`src/hdl/pidc_pkg.sv`:
```
// Shared types, constants and helpers for the clamped-integral PID step.
// No dependencies.
`default_nettype none
package pidc_pkg;
	localparam int W = 24;
	localparam int FRAC = 6;
	localparam int DECAY = 1;
	localparam int DTW = 23;
	localparam int PW = 2 * W;
	localparam int QW = PW + 2;
	localparam int QCW = $clog2(QW + 1);

	localparam logic [2:0] REG_SETPOINT = 3'd0;
	localparam logic [2:0] REG_GAIN_P = 3'd1;
	localparam logic [2:0] REG_GAIN_I = 3'd2;
	localparam logic [2:0] REG_GAIN_D = 3'd3;
	localparam logic [2:0] REG_INT_LOW = 3'd4;
	localparam logic [2:0] REG_INT_HIGH = 3'd5;
	localparam logic [2:0] REG_OUT_LOW = 3'd6;
	localparam logic [2:0] REG_OUT_HIGH = 3'd7;

	localparam logic signed [W-1:0] WMAX = {1'b0, {(W-1){1'b1}}};
	localparam logic signed [W-1:0] WMIN = {1'b1, {(W-1){1'b0}}};

	// datapath commands
	typedef struct packed {
		logic load;
		logic err;
		logic mul_p;
		logic mul_i1;
		logic mul_i2;
		logic int_upd;
		logic div_start;
		logic div_step;
		logic fin;
	} cmd_t;

	typedef struct packed {
		logic div_done;
	} sts_t;

	// saturate a wide signed value to the word
	function automatic logic signed [W-1:0] sat(input logic signed [QW-1:0] v);
		logic signed [W-1:0] r;
		if (v > QW'(signed'(WMAX))) r = WMAX;
		else if (v < QW'(signed'(WMIN))) r = WMIN;
		else r = v[W-1:0];
		return r;
	endfunction

	function automatic logic signed [W-1:0] clampv(input logic signed [W-1:0] x,
			input logic signed [W-1:0] lo, input logic signed [W-1:0] hi);
		logic signed [W-1:0] r;
		if (x < lo) r = lo;
		else if (x > hi) r = hi;
		else r = x;
		return r;
	endfunction
endpackage
`default_nettype wire

```
`src/hdl/pidc_ctrl.sv`:
```
// PID step sequencer and handshake control.
// Depends on pidc_pkg.
`default_nettype none
module pidc_ctrl import pidc_pkg::*; (
	input wire logic clk,
	input wire logic arst_n,
	input wire logic in_valid,
	output logic in_ready,
	output logic out_valid,
	input wire logic out_ready,
	input wire sts_t sts,
	output cmd_t cmd
);
	localparam logic [2:0] S_IDLE = 3'd0, S_ERR = 3'd1, S_MP = 3'd2, S_MI1 = 3'd3,
		S_MI2 = 3'd4, S_DIV = 3'd5, S_FIN = 3'd6, S_OUT = 3'd7;
	logic [2:0] state_q;

	assign in_ready = (state_q == S_IDLE);
	assign out_valid = (state_q == S_OUT);

	always_comb begin
		cmd = '0;
		cmd.load = in_valid && in_ready;
		cmd.err = (state_q == S_ERR);
		cmd.mul_p = (state_q == S_MP);
		cmd.mul_i1 = (state_q == S_MI1);
		cmd.mul_i2 = (state_q == S_MI2);
		cmd.int_upd = (state_q == S_MI2);
		cmd.div_start = (state_q == S_MI2);
		cmd.div_step = (state_q == S_DIV);
		cmd.fin = (state_q == S_FIN);
	end

	always_ff @(posedge clk or negedge arst_n) begin
		if (!arst_n) state_q <= S_IDLE;
		else begin
			unique case (state_q)
				S_IDLE: if (in_valid) state_q <= S_ERR;
				S_ERR: state_q <= S_MP;
				S_MP: state_q <= S_MI1;
				S_MI1: state_q <= S_MI2;
				S_MI2: state_q <= S_DIV;
				S_DIV: if (sts.div_done) state_q <= S_FIN;
				S_FIN: state_q <= S_OUT;
				S_OUT: if (out_ready) state_q <= S_IDLE;
			endcase
		end
	end
endmodule
`default_nettype wire

```
`config.mk`:
```
export PLATFORM = sky130hd
export DESIGN_NAME = pidc_ctrl
export DESIGN_NICKNAME = d
export VERILOG_FILES = /design/src/hdl/pidc_pkg.sv /design/src/hdl/pidc_ctrl.sv
export SDC_FILE = /design/constraint.sdc
export NUM_CORES = 1
export LEC_CHECK = 0
export BUFFER_PORTS_ARGS = -buffer_cell sky130_fd_sc_hd__buf_2
export CORE_AREA = 3 3 40 42
export DETAILED_ROUTE_END_ITERATION = 8
export DIE_AREA = 0 0 43 45
export GPL_TIMING_DRIVEN = 0
export PLACE_DENSITY = 0.51
export SYNTH_ARGS = -nofsm -noshare
export SYNTH_HDL_FRONTEND = slang
export SYNTH_SLANG_ARGS = --single-unit
```
`constraint.sdc`:
```
create_clock -name clk -period 1.2 [get_ports clk]
set_clock_uncertainty 0.1 [all_clocks]
set_input_delay 0.06 -clock clk [delete_from_list [all_inputs] [get_ports clk]]
set_output_delay 0.06 -clock clk [all_outputs]
set_load 0.01 [all_outputs]
```
==> results of run 1 <==
[area by class of cell]
| cell class | instances | area [sq um] |
|---|---|---|
| multi-input cells | 21 | 139 |
| flip-flops and latches | 3 | 77.6 |
| plain buffers | 3 | 26.3 |
| fillers | 148 | 826 |
| clock buffers | 4 | 26.3 |
| repair buffers | 22 | 159 |
| well taps | 15 | 18.8 |
| inverters | 2 | 12.5 |
[Yosys cell counts]
| master | n |
|---|---|
| nor2_1 | 4 |
| dfrtp_1 | 3 |
| nor3_1 | 3 |
| and3_2 | 2 |
| buf_4 | 2 |
| nand2_1 | 2 |
| o21ai_0 | 2 |
| o21ai_1 | 2 |
| a21oi_1 | 1 |
| a21oi_2 | 1 |
| and2_1 | 1 |
| buf_6 | 1 |
| inv_1 | 1 |
| inv_2 | 1 |
| mux2i_1 | 1 |
| nor2b_1 | 1 |
| nor3_2 | 1 |
[report_power, final]
group | switching (W) | total (W) | internal [W]
clock network | 0.0000568 | 0.000182 | 0.000125
logic | 0.000403 | 0.000879 | 0.000476
registers | 0.0000822 | 0.000240 | 0.000158
[per-stage QoR]
stage / instances / worst slack [ns] / cell area (sq um) / setup TNS, ns
after floorplan: 29 / 0.0543 / 233 / 0
after global placement: 59 / -0.0176 / 327 / -0.0352
after detailed placement: 59 / -0.0387 / 327 / -0.0735
after CTS: 69 / -0.0984 / 443 / -0.614
after global routing: 70 / -0.194 / 459 / -1.44
final: 70 / -0.0975 / 459 / -0.542
[worst paths after layout]
kind | from | to | slack, ns | cells after the start
min | sts | state_q[1] | 0.02 | 3
min reg2reg | state_q[0] | state_q[1] | 0.55 | 2
max in group asynchronous | arst_n | state_q[0] | 0.83 | 2
max | state_q[1] | cmd[3] | -0.1 | 4
min in group asynchronous | arst_n | state_q[1] | 0.05 | 2
max reg2reg | state_q[1] | state_q[0] | 0.05 | 5
[metal layers]
metal,track usage,share of wire,up-vias
met5,0,0,-
met4,0.0361,0,0
met3,0.0598,0.14,0
met2,0.162,0.49,16
met1,0.0867,0.37,133
li1,-,-,151
[cell families (layout without fill, tap and decap cells)]
logic type / count (synthesis) / in the layout
and+or+nand+nor: 14 / 14
AOI/OAI and AO/OA: 6 / 6
buffers and inverters: 5 / 31
DFF: 3 / 3
muxes: 1 / 1
[critical path, delay by kind of cell, from the launching register on]
family,cells,cell delay [ns]
simple gates,1,0.14
flops,1,0.39
buf+inv,3,0.38
[repair_timing]
item	4_1_cts	5_1_grt
resized for setup	11	4
hold endpoints to repair	3	0
hold buffers	1	0
gates cloned	0	0
pin swaps	4	0
endpoints found under the setup margin	11	13
buffers inserted	5	1
==> results.yml, run 1 <==
outcome:
  status: "complete, but fails checks"
  violations: "setup timing"
logic_synthesis:
  post-synth-top-area-cell: "dfrtp_1"
  syn_inst: 29
  ys.warnings.count: 0
  synth_top_family_by_area: "simple AND/OR/NAND/NOR gates"
  yosys.area_share.simple: 0.330
  seq_area_frac_synth: 0.330
  synth_fa_ha_area_frac: 0
  synth-seq-cells: 3
  synth_top_area_share: 0.330
  synth_cell_types: 17
  avgSynthCellArea_sq_um: 7.85
  muxShareOfSynthArea: 0.0440
  syn_nets: 34
  synth_xor_xnor_area_share: 0
  synth_area_leaders: "dfrtp_1 (33%), nor3_1 (6.6%), and3_2 (6.6%)"
  synth-compound-area-share: 0.148
  netlist_area_sq_um: 228
floorplanning:
  rows: 13
  fp.dieW_microns: 43
  die_area_sq_mm: 0.00194
  start_util: 0.177
  die_h_microns: 45
  ios: 16
  core_area_sq_mm: 0.00128
place:
  portBuffers: 15
  place_congestion: 0.719
setup_path:
  cp-end-kind: "primary output"
  crit_required_ns: 1.04
  crit_chain: "buf_6 -> nor3_4 -> buf_4 -> buf_6"
  cp_max_fo: 8
  cp_common_cell: "buf_6"
  crit_type: "reg2out"
  startpoint_type: "register"
  cpMaxStageDelayCell: "dfrtp_1"
  worst_path_largest_cell_delay_ns: 0.39
  worstPathArrival_ns: 1.14
layout:
  final_cell_mix: "buf_2 (11), buf_4 (7), buf_6 (6)"
  final_common_cell: "buf_2"
  drive_gt1_frac: 0.673
  fin_util: 0.357
  fin_nets: 61
  antenna_cells: 0
  largest_register_ff_count: 3
  regMostFlops: "state_q"
  synthToLayoutAreaGrowth_pct: 102
  reg_top3: "state_q: 3 flops"
clocking:
  clkTransAtPathRegs_ns: 0.04
  cts_root_buf: "clkbuf_4"
  cts_tree: "built"
  cts_max_level: 1
  numCtsBuffers: 3
  clk_path_buf_depth: 2
  cts.sink_count: 3
  worstSkewPairLatency_ns: 0.24
routing:
  drc: 0
  ant_nets: 0
  via_count: 300
  wl_per_cell_microns: 10.7
  wl_microns: 748
  drt-vias-per-instance: 4.29
  dr.pass1.iters: 2
  drt_iter0_drc: 5
timing:
  max_freq_mhz: 771
  rsz0062_at_grt: "yes"
  whs_ns: 0.0181
  finalCritPeriodShare: 1.08
  min_period_ns: 1.30
  setup-violations-final: 10
  slew_violations: 0
  hold_violations: 0
  slew_headroom: 0.886
  worstMarginPinSlew_ns: 0.170
  layout_setup_ws_ns: -0.0975
pwr:
  p_per_area_mw_per_mm2: 2830
  peakVddDrop_mv: 0.894
  leakagePower_nw: 0.235
  p_total_w: 0.00130
grt:
  groute.usage.overall: 0.0924
  grt_max_degree: 9
  antenna_found_initial: 0
  grt_remaining_overflow: 0
  grt_pass1_vias: 293
  grt_first_pass_wirelength_microns: 1260
job:
  drv_cap: 0
worst_hold_path:
  hold_class: "in2reg"
Note: power is estimated with default switching activity, not from simulation.
==> run 2, diff against run 1 <==
--- a/config.mk
+++ b/config.mk
@@ -11,6 +11,7 @@
 export DIE_AREA = 0 0 43 45
 export GPL_TIMING_DRIVEN = 0
 export PLACE_DENSITY = 0.51
+export RECOVER_POWER = 50
 export SYNTH_ARGS = -nofsm -noshare
 export SYNTH_HDL_FRONTEND = slang
 export SYNTH_SLANG_ARGS = --single-unit
==> run 2 against run 1 <==
  * The run still ends with setup timing left
  * Fmax is the same
  * Final cell count unchanged
  * Core utilization is 0.097 points lower
  * Hold slack is essentially flat
  * Sequential cell count is the same
  * First-iteration DRC count did not move
  * Register-to-register slack about the same
  * Global-route usage did not move
  * Clock power hardly changed
  * Die area stayed put
  * Non-clock buffer count unchanged
  * Wire length grew 0.13%
  * Largest cell class unchanged
==> results.yml, run 2 (synthesis results as in run 1) <==
layout:
  largest_register_ff_count: 3
  synthToLayoutAreaGrowth_pct: 101
  fin_util: 0.356
  final_cell_mix: "buf_2 (10), buf_4 (7), buf_6 (6)"
  reg_top3: "state_q: 3 flops"
  antenna_cells: 0
  fill_cells: 149
  drive_gt1_frac: 0.655
  final_common_cell: "buf_2"
  final_cells: 70
  fin_nets: 61
  regMostFlops: "state_q"
pwr:
  p_per_area_mw_per_mm2: 2840
  power.net_switching_w: 0.000542
  seqPwrFrac: 0.185
  p_clk_frac: 0.140
  p_int_w: 0.000758
  switching_share: 0.417
  p_total_w: 0.00130
  leakagePower_nw: 0.232
  peakVddDrop_mv: 0.895
  p_comb_frac: 0.675
timing:
  hold_violations: 0
  finalCritPeriodShare: 1.08
  slew_violations: 0
  slew_headroom: 0.886
  setup-violations-final: 10
  layout_setup_ws_ns: -0.0975
  worstMarginPinSlew_ns: 0.170
  rsz0062_at_grt: "yes"
  min_period_ns: 1.30
  max_freq_mhz: 771
grt:
  grt_first_pass_wirelength_microns: 1260
  grt_remaining_overflow: 0
  grt_pass1_vias: 293
  groute.usage.overall: 0.0924
  antenna_found_initial: 0
  grt_max_degree: 9
place:
  portBuffers: 15
  dp_cells: 59
  place_congestion: 0.719
clocking:
  cts_root_buf: "clkbuf_4"
  cts_max_level: 1
  clk_path_buf_depth: 2
  cts.sink_count: 3
  cts_tree: "built"
  numCtsBuffers: 3
  clkTransAtPathRegs_ns: 0.04
  worstSkewPairLatency_ns: 0.24
setup_path:
  cp_common_cell: "buf_6"
  cp_max_fo: 8
  reg2regPathDepth: 5
  crit_required_ns: 1.04
  worstPathArrival_ns: 1.14
  worst_path_largest_cell_delay_ns: 0.39
  crit_chain: "buf_6 -> nor3_4 -> buf_4 -> buf_6"
  cp-end-kind: "primary output"
  startpoint_type: "register"
  crit_type: "reg2out"
  cpMaxStageDelayCell: "dfrtp_1"
worst_hold_path:
  hold_class: "in2reg"
  hold_path_depth: 3
floorplanning:
  die_h_microns: 45
  start_util: 0.177
  fp.dieW_microns: 43
  core_area_sq_mm: 0.00128
  rows: 13
  ios: 16
  die_area_sq_mm: 0.00194
routing:
  dr.pass1.iters: 2
  drc: 0
  ant_nets: 0
  drt-vias-per-instance: 4.27
  wl_per_cell_microns: 10.7
  via_count: 299
  drt_iter0_drc: 5
  wl_microns: 749
job:
  drv_cap: 0
outcome:
  status: "complete, but fails checks"
  violations: "setup timing"
[run 2: cell count changes in the layout (fill, tap and decap cells not counted)]
cell,before,now
clkbuf_1,1,2
buf_2,11,10
[run 2: worst max-delay path, delay by kind of cell, from the launching register on]
kind	cells	cell delay, ns
simple gates	1	0.14
flops	1	0.39
buf+inv	3	0.38
[run 2: repair_timing]
| item | CTS | global route |
|---|---|---|
| endpoints found under the setup margin | 11 | 13 |
| gates resized for setup | 11 | 4 |
| hold buffers | 1 | 0 |
| buffers inserted | 5 | 1 |
| pin swaps | 4 | 0 |
| hold endpoints to repair | 3 | 0 |
[run 2: path summary, 6_finish.rpt]
path | from | end | slack, ns
worst max-delay path | state_q[1] | cmd[3] | -0.1
worst min-delay path | sts | state_q[1] | 0.02
worst max register to register | state_q[1] | state_q[0] | 0.05
worst min register to register | state_q[0] | state_q[1] | 0.55
max in group asynchronous | arst_n | state_q[2] | 0.77
min in group asynchronous | arst_n | state_q[1] | 0.06
[run 2: power by group through the flow]
stage               sequential [W]  clock, W  combinational (W)
finish                    0.000240  0.000182           0.000878
global route              0.000252  0.000203           0.000972
CTS                       0.000233  0.000190           0.000832
detailed placement        0.000224         0           0.000585
global placement          0.000223         0           0.000575
floorplan                 0.000208         0           0.000408
[run 2: cell type report]
| type | instances | area (sq um) | share of cell area |
|---|---|---|---|
| buffer | 3 | 26.3 | 0.0574 |
| clock buffer | 4 | 26.3 | 0.0574 |
| inverter | 2 | 12.5 | 0.0273 |
| multi-input combinational | 21 | 139 | 0.303 |
| sequential | 3 | 77.6 | 0.169 |
| tap | 15 | 18.8 | 0.0410 |
| timing repair buffer | 22 | 158 | 0.344 |
[run 2: per-layer routing]
| metal | part of all wire | wire length (microns) | track usage | vias to the layer above |
|---|---|---|---|---|
| li1 | - | - | - | 150 |
| met1 | 0.37 | 278 | 0.0867 | 133 |
| met2 | 0.49 | 367 | 0.162 | 16 |
| met3 | 0.14 | 103 | 0.0598 | 0 |
| met4 | 0 | 0 | 0.0361 | 0 |
| met5 | 0 | 0 | 0 | - |
[run 2: metrics by stage]
stage / hold slack (ns) / area (sq um) / setup TNS, ns / worst slack, ns
after floorplan: -0.336 / 233 / 0 / 0.0543
after global placement: -0.243 / 327 / -0.0352 / -0.0176
after detailed placement: -0.241 / 327 / -0.0735 / -0.0387
after CTS: 0.0234 / 443 / -0.614 / -0.0984
after global routing: 0.0482 / 458 / -1.44 / -0.194
final: 0.0182 / 458 / -0.542 / -0.0975
==> run 3, diff against run 2 <==
--- a/config.mk
+++ b/config.mk
@@ -5,12 +5,12 @@
 export SDC_FILE = /design/constraint.sdc
 export NUM_CORES = 1
 export LEC_CHECK = 0
-export BUFFER_PORTS_ARGS = -buffer_cell sky130_fd_sc_hd__buf_2
 export CORE_AREA = 3 3 40 42
 export DETAILED_ROUTE_END_ITERATION = 8
 export DIE_AREA = 0 0 43 45
+export DONT_BUFFER_PORTS = 1
 export GPL_TIMING_DRIVEN = 0
-export PLACE_DENSITY = 0.51
+export PLACE_DENSITY = 0.41
 export RECOVER_POWER = 50
 export SYNTH_ARGS = -nofsm -noshare
 export SYNTH_HDL_FRONTEND = slang
==> constraint.sdc (replaced) <==
create_clock -name clk -period 1.5 [get_ports clk]
set_clock_uncertainty 0.1 [all_clocks]
set_input_delay 0.075 -clock clk [delete_from_list [all_inputs] [get_ports clk]]
set_output_delay 0.075 -clock clk [all_outputs]
set_load 0.01 [all_outputs]
==> run 3 against run 2 <==
  * The flow now finishes without violations
  * Global-route usage fell by 1.5 points
  * Final area fell by 27%
  * Wire length fell by 23%
  * Non-clock buffer count fell by 17
  * Total power fell by 44%
  * First-iteration DRC count fell by 80%
  * Core utilization fell by 9.5 points
  * Sequential share of layout area rose by 5.8 points
==> results.yml, run 3 (synthesis results as in run 1) <==
layout:
  final_common_cell: "dlygate4sd3_1"
  final_cell_mix: "dlygate4sd3_1 (5), nor2_1 (4), o21ai_0 (3), clkbuf_4 (3)"
  synthToLayoutAreaGrowth_pct: 47.3
  fin_util: 0.261
  largest_register_ff_count: 3
  fin_nets: 44
  reg_top3: "state_q: 3 flops"
  antenna_cells: 0
  final_cells: 53
  drive_gt1_frac: 0.342
  regMostFlops: "state_q"
place:
  place_congestion: 0.640
  portBuffers: 0
  dp_cells: 44
pwr:
  peakVddDrop_mv: 0.512
  p_per_area_mw_per_mm2: 2150
  leakagePower_nw: 0.146
grt:
  antenna_found_initial: 0
  grt_remaining_overflow: 0
  groute.usage.overall: 0.0769
  grt_max_degree: 11
  grt_first_pass_wirelength_microns: 1010
  grt_pass1_vias: 247
setup_path:
  cp-end-kind: "primary output"
  crit_type: "reg2out"
  rr_startpoint: "state_q[0]"
  timing.rr.end: "state_q[0]"
  regToRegSetupSlack_ns: 0.42
  reg2regPathDepth: 3
  worstPathArrival_ns: 1.19
  startpoint_type: "register"
  crit_required_ns: 1.32
  cp_max_fo: 7
timing:
  setup-violations-final: 0
  max_freq_mhz: 731
  hold_violations: 0
  min_period_ns: 1.37
  slew_violations: 0
  finalCritPeriodShare: 0.913
  rsz0062_at_grt: "no"
  worstMarginPinSlew_ns: 0.379
  setup_tns_ns: 0
  slew_headroom: 0.745
routing:
  dr.pass1.iters: 2
  wl_per_cell_microns: 10.9
  drc: 0
  drt-vias-per-instance: 4.38
  drt_iter0_drc: 1
  wl_microns: 577
  via_count: 232
  ant_nets: 0
clocking:
  cts.sink_count: 3
  cts_root_buf: "clkbuf_4"
  cts_tree: "built"
  numCtsBuffers: 3
  clk_path_buf_depth: 2
  clkTransAtPathRegs_ns: 0.03
  cts_max_level: 1
  post_cts_buffers: 0
  worstSkewPairLatency_ns: 0.24
outcome:
  status: "complete, no violations"
floorplanning:
  start_util: 0.177
  die_area_sq_mm: 0.00194
  core_area_sq_mm: 0.00128
  die_h_microns: 45
  rows: 13
  ios: 16
  fp.dieW_microns: 43
job:
  drv_cap: 0
worst_hold_path:
  min_to: "cmd[8]"
  hold_class: "in2out"
  hold_path_depth: 1
  worstHoldStart: "in_valid"
## run 3: where the power goes
part           total, W  switching, W  internal, W
combinational  0.000393      0.000237     0.000155
clock          0.000144     0.0000441    0.0000998
sequential     0.000186     0.0000623     0.000124
total          0.000722      0.000344     0.000379
## run 3: per-stage QoR
| step | hold WS (ns) | setup slack [ns] | instance area, sq um | power, W |
|---|---|---|---|---|
| floorplan | -0.321 | 0.196 | 228 | 0.000484 |
| global placement | -0.320 | 0.0451 | 246 | 0.000541 |
| detailed placement | -0.320 | 0.0388 | 246 | 0.000542 |
| CTS | 0.199 | 0.0321 | 334 | 0.000738 |
| global route | 0.208 | 0.0269 | 335 | 0.000793 |
| finish | 0.198 | 0.131 | 335 | 0.000722 |
## run 3: cell type report
cell class              count  area, sq um
fillers                   143          950
multi-input cells          21          130
flip-flops and latches      3         76.3
repair buffers              5         50.0
clock buffers               4         26.3
plain buffers               3         26.3
well taps                  15         18.8
inverters                   2         7.51
## run 3: per-layer routing
metal,global-route usage,vias to the layer above,wire length [microns]
li1,-,115,-
met1,0.0829,102,254
met2,0.0988,13,256
met3,0.0279,2,47
met4,0.108,0,19
met5,0,-,0
## run 3: how the worst max path moves through the flow
stage / start / end / depth (start not counted)
after floorplan: state_q[2] / cmd[3] / 3
after global placement: state_q[2] / cmd[4] / 3
after detailed placement: state_q[2] / cmd[4] / 3
after CTS: state_q[2] / cmd[4] / 3
after global routing: state_q[2] / cmd[4] / 3
final: state_q[2] / cmd[4] / 3
## run 3: repair_timing
item	4_1_cts	5_1_grt
setup endpoints to repair	2	2
gates cloned	0	0
resized for setup	2	1
hold endpoints to repair	6	0
hold buffers	5	0
## run 3: worst max-delay path, stage by stage, from the launching register on
cell	delay [ns]
dfrtp_2	0.42
inv_2	0.11
nor3_4	0.27
buf_4	0.17
